File: src/hw/rtl/wheel_encoder_odometry_assert.svh
// ----------------------------------------------------------------------------
// Wheel encoder odometry assertion macros
// Macros for the concurrent checks in the RTL.
// ----------------------------------------------------------------------------
`ifndef WHEEL_ENCODER_ODOMETRY_ASSERT_SVH
`define WHEEL_ENCODER_ODOMETRY_ASSERT_SVH

// The consequent must hold in the same cycle as the antecedent.
`define WEO_ASSERT_SAME(label, clk, rstn, ante, cons, msg) \
    label: assert property (@(posedge clk) disable iff (!rstn) (ante) |-> (cons)) \
        else $error(msg);

// The consequent must hold in the cycle after the antecedent.
`define WEO_ASSERT_NEXT(label, clk, rstn, ante, cons, msg) \
    label: assert property (@(posedge clk) disable iff (!rstn) (ante) |=> (cons)) \
        else $error(msg);

`endif

File: src/hw/rtl/weo_pkg.sv
// ----------------------------------------------------------------------------
// Wheel encoder odometry package
// Payload types, controller commands and arithmetic constants.
// ----------------------------------------------------------------------------
package weo_pkg;

    localparam int TPC_W = 16;
    localparam logic [TPC_W-1:0] TPC_RESET = 16'd220;

    // Count extension thresholds.
    localparam logic signed [16:0] WRAP_JUMP  = 17'sd50000;
    localparam logic [15:0]        WRAP_SPLIT = 16'd30000;

    // Speed numerator is |d| * 25600 * 1000000 = |d| * 390625 * 2^16.
    localparam logic [18:0] SPEED_MUL   = 19'd390625;
    localparam int          SPEED_SHIFT = 16;
    localparam logic [13:0] FWD_MUL     = 14'd12800;

    localparam int SPD_PROD_W = 50;
    localparam int FWD_PROD_W = 47;
    localparam int NUM_W      = SPD_PROD_W + SPEED_SHIFT;
    localparam int DEN_W      = 48;
    localparam int QUO_W      = 32;
    localparam int DIV_STEPS  = QUO_W;
    localparam int DIV_CNT_W  = $clog2(DIV_STEPS);

    typedef struct packed {
        logic [15:0]        left_raw;
        logic [15:0]        right_raw;
        logic [31:0]        now_us;
        logic signed [31:0] heading;
    } in_t;

    typedef struct packed {
        logic signed [31:0] left_count;
        logic signed [31:0] right_count;
        logic signed [31:0] left_speed;
        logic signed [31:0] right_speed;
        logic signed [31:0] forward_change;
        logic signed [31:0] total_distance;
        logic signed [31:0] turn_change;
        logic signed [31:0] total_angle;
    } out_t;

    typedef enum logic [3:0] {
        S_IDLE,
        S_EXTEND,
        S_DELTA,
        S_RIGHT,
        S_MUL_L,
        S_ABS_F,
        S_MUL_F,
        S_LSTART,
        S_LWAIT,
        S_RSTART,
        S_RWAIT,
        S_FSTART,
        S_FWAIT,
        S_OUT
    } state_t;

    typedef enum logic [1:0] {
        SEL_LEFT,
        SEL_RIGHT,
        SEL_FWD
    } div_sel_t;

    typedef struct packed {
        logic     load_in;
        logic     extend;
        logic     delta;
        logic     right_diff;
        logic     mul_left;
        logic     abs_fwd;
        logic     mul_fwd;
        logic     div_start;
        div_sel_t div_sel;
        logic     div_take;
        logic     load_out;
    } dp_cmd_t;

    typedef struct packed {
        logic div_done;
        logic out_free;
    } dp_status_t;

endpackage

File: src/hw/rtl/weo_ctrl.sv
// ----------------------------------------------------------------------------
// Wheel encoder odometry controller
// Sequences the datapath steps, the three divisions and the result load.
// ----------------------------------------------------------------------------
module weo_ctrl (
    input  logic                   aclk,
    input  logic                   aresetn,
    input  logic                   s_valid,
    output logic                   s_ready,
    input  weo_pkg::dp_status_t    status,
    output weo_pkg::dp_cmd_t       cmd
);
    import weo_pkg::*;

    state_t state_reg;
    state_t state_next;

    always_ff @(posedge aclk) begin
        if (!aresetn) begin
            state_reg <= S_IDLE;
        end else begin
            state_reg <= state_next;
        end
    end

    always_comb begin
        state_next = state_reg;
        case (state_reg)
            S_IDLE:   if (s_valid) state_next = S_EXTEND;
            S_EXTEND: state_next = S_DELTA;
            S_DELTA:  state_next = S_RIGHT;
            S_RIGHT:  state_next = S_MUL_L;
            S_MUL_L:  state_next = S_ABS_F;
            S_ABS_F:  state_next = S_MUL_F;
            S_MUL_F:  state_next = S_LSTART;
            S_LSTART: state_next = S_LWAIT;
            S_LWAIT:  if (status.div_done) state_next = S_RSTART;
            S_RSTART: state_next = S_RWAIT;
            S_RWAIT:  if (status.div_done) state_next = S_FSTART;
            S_FSTART: state_next = S_FWAIT;
            S_FWAIT:  if (status.div_done) state_next = S_OUT;
            S_OUT:    if (status.out_free) state_next = S_IDLE;
            default:  state_next = S_IDLE;
        endcase
    end

    always_comb begin
        s_ready = 1'b0;
        cmd     = '0;
        case (state_reg)
            S_IDLE: begin
                s_ready     = 1'b1;
                cmd.load_in = s_valid;
            end
            S_EXTEND: cmd.extend     = 1'b1;
            S_DELTA:  cmd.delta      = 1'b1;
            S_RIGHT:  cmd.right_diff = 1'b1;
            S_MUL_L:  cmd.mul_left   = 1'b1;
            S_ABS_F:  cmd.abs_fwd    = 1'b1;
            S_MUL_F:  cmd.mul_fwd    = 1'b1;
            S_LSTART: begin
                cmd.div_start = 1'b1;
                cmd.div_sel   = SEL_LEFT;
            end
            S_LWAIT: begin
                cmd.div_sel  = SEL_LEFT;
                cmd.div_take = status.div_done;
            end
            S_RSTART: begin
                cmd.div_start = 1'b1;
                cmd.div_sel   = SEL_RIGHT;
            end
            S_RWAIT: begin
                cmd.div_sel  = SEL_RIGHT;
                cmd.div_take = status.div_done;
            end
            S_FSTART: begin
                cmd.div_start = 1'b1;
                cmd.div_sel   = SEL_FWD;
            end
            S_FWAIT: begin
                cmd.div_sel  = SEL_FWD;
                cmd.div_take = status.div_done;
            end
            S_OUT:   cmd.load_out = status.out_free;
            default: cmd = '0;
        endcase
    end

endmodule

File: config.mk
export PLATFORM = sky130hd
export DESIGN_NAME = weo_ctrl
export DESIGN_NICKNAME = d
export VERILOG_FILES = /design/src/hw/rtl/wheel_encoder_odometry_assert.svh /design/src/hw/rtl/weo_pkg.sv /design/src/hw/rtl/weo_ctrl.sv
export SDC_FILE = /design/constraint.sdc
export NUM_CORES = 1
export LEC_CHECK = 0
export BUFFER_PORTS_ARGS = -buffer_cell sky130_fd_sc_hd__buf_2
export CORE_AREA = 2 2 39 41
export CTS_CLUSTER_DIAMETER = 200
export DETAILED_ROUTE_END_ITERATION = 12
export DIE_AREA = 0 0 41 43
export PLACE_DENSITY = 0.51
export SLEW_MARGIN = 20
export SYNTH_ARGS = -nofsm -noshare
export SYNTH_HDL_FRONTEND = slang
export SYNTH_SLANG_ARGS = --single-unit
File: constraint.sdc
create_clock -name aclk -period 2.4 [get_ports aclk]
set_input_delay 0.48 -clock aclk [delete_from_list [all_inputs] [get_ports aclk]]
set_output_delay 0.48 -clock aclk [all_outputs]
set_load 0.01 [all_outputs]
==> impl_metrics.tcl <==
set metrics [dict create \
    status "completed" \
    skew_ns 0.006025 \
    layout.nets 71 \
    syn_to_final_growth_pct 21.60 \
    ctsHoldBuffers 0 \
    worstHoldPathCells 3 \
    layout_common_cells "buf_2, nand2_1, nor3_1" \
    wl_per_cell_um 10.13 \
    dpl_worst_slack_ns 0.8028 \
    use_met3 0.03141 \
    grt_util_met2 0.1188 \
    worstPathArrival_ns 1.37 \
    io-pin-count 18 \
    yosys.area.top_type "dfxtp_1" \
    drive_gt1_frac 0.3438 \
    seq_area_um2 80.08 \
    ys_ff_latch 4 \
    multi_input_area_um2 221.5 \
    rows 14 \
    post_cts_buffers 0 \
    ant_nets 0 \
    finalCritPeriodShare 0.7723 \
    finalWirelength_um 810 \
    endpoint_kind "output port" \
    cts.sinks 4 \
    synth.area.top_cells "dfxtp_1, clkbuf_8, nand2_1, nor3_1, buf_6" \
    setup_viol_count_final 0 \
    netlist_instances 48 \
    finalHoldViolCount 0 \
    rr_worst_depth 3 \
    die_w_um 41 \
    grt_pass1_wl_um 1173 \
    grt_pass1_vias 287 \
    worstHoldEndpoint "state_reg[1]" \
    hold_class "in -> reg" \
    crit_required_ns 1.92 \
    ys_seq_area_frac 0.2230 \
    dpl_cell_area_um2 414.1 \
    vias_per_cell 4.850 \
    fillers 155 \
    ir_drop_mv 0.1381 \
    fmax_mhz 539.5 \
    synth_top_area_share 0.2230 \
    rr_startpoint "state_reg[0]" \
    finalInstanceArea_um2 436.7 \
    largest_reg_flops 4 \
    cts-root-buf "clkbuf_4" \
    crit_type "reg -> out" \
    layout_commonest_cell "buf_2" \
    place_congestion 0.7459 \
    maxCapViolations 0 \
    numCtsBuffers 3 \
    setup_tns_ns 0 \
    reg2reg_slack_ns 1.07 \
    port-buffer-count 17 \
    diodes 0 \
    clockBufferDepth 2 \
    cts_resized 0 \
    worstPathMaxFanout 10 \
    hold_start "aresetn" \
    tightest_slew_ns 0.4217 \
    antenna_found_initial 0 \
    whs_ns 0.4797 \
    clk_pin_slew_ns 0.03 \
    synth.avg_cell_area_um2 7.481 \
    ys_warn_count 0 \
    netlist-cell-type-count 23 \
    top_usage_layer "met1" \
    dp.cells 77 \
    syn_nets 53 \
    die_area_um2 1763 \
    rr_endpoint "state_reg[0]" \
    cts_max_level 1 \
    rsz0062_at_grt "false" \
    dp_hpwl_um 605.3 \
    layout_min_cycle_time_ns 1.854 \
    grt_max_degree 16 \
    grt_overflow 0 \
    grtUsageMet1 0.1452 \
    clk_latency_ns 0.24 \
    fin_ws_ns 0.5465 \
    p_leak_nw 0.2057 \
    p_per_area_nw_per_um2 483.5 \
    fp.dieH_um 43 \
    initial_core_util 0.2595 \
    slew_headroom 0.7185 \
    coreArea_um2 1384 \
    drv_slew 0 \
    num_vias 388 \
    drt-initial-drc-count 10 \
    drc 0 \
    final_cells 80 \
    cts_tree "yes" \
    cp-start-kind "flip-flop" \
    netlist_area_um2 359.1 \
    drtPass1Iterations 4 \
    grt_use_total 0.1015 \
]
==> per-stage QoR <==
step | util | total power, mW
finish | 0.3156 | 0.2111
global placement | 0.2993 | 0.1280
detailed placement | 0.2993 | 0.1274
CTS | 0.3156 | 0.2149
global route | 0.3156 | 0.2215
floorplan | - | 0.1171
==> worst max path at each step <==
stage	startpoint	endpoint	slack, ns	cells after the start
global placement	state_reg[1]	cmd[9]	0.79	3
CTS	state_reg[1]	cmd[9]	0.55	3
detailed placement	state_reg[1]	cmd[9]	0.80	3
global route	state_reg[2]	cmd[4]	0.45	4
finish	state_reg[1]	cmd[9]	0.55	3
floorplan	state_reg[0]	cmd[11]	0.72	3
==> metal layers <==
| layer | up-vias | part of all wire |
|---|---|---|
| li1 | 203 | - |
| met3 | 0 | 0.083 |
| met4 | 0 | 0 |
| met2 | 21 | 0.45 |
| met1 | 164 | 0.47 |
| met5 | - | 0 |
==> synthesized netlist by cell type <==
library cell,instances
and4b_1,1
o21ai_0,2
nand2b_1,2
a21boi_0,1
nor3b_1,1
or2_0,1
nor4_1,2
a221oi_1,1
nand2b_4,1
and2_1,2
dfxtp_1,4
or2b_2,1
a21oi_1,3
o41ai_1,1
o21a_1,1
or4_1,1
clkbuf_8,2
nand3_1,2
nand2_1,7
inv_1,2
nor3_1,5
nor2_1,3
buf_6,2
==> cells by family (layout without fill, tap and decap cells) <==
group / after synthesis / after routing / share of synthesized area
AO/OA/AOI/OAI: 9 / 9 / 0.1603
buffers and inverters: 6 / 22 / 0.1603
flip-flops: 4 / 4 / 0.2230
AND/OR/NAND/NOR: 29 / 29 / 0.4565
==> report_power, final <==
group / switching [mW] / internal (mW)
Clock: 0.0289 / 0.0560
Combinational: 0.0224 / 0.0212
Sequential: 0.0116 / 0.0711
==> critical path: stages, from the launching register on <==
cell     delay [ns]
dfxtp_1        0.48
or2b_2         0.37
nor3_1         0.13
buf_2          0.16
==> area by class of cell <==
class | instances | area share
well taps | 16 | 0.04585
inverters | 2 | 0.01719
flip-flops and latches | 4 | 0.1834
repair buffers | 17 | 0.1948
multi-input cells | 38 | 0.5072
clock buffers | 3 | 0.05158
Power figures use the tool's default switching activity.
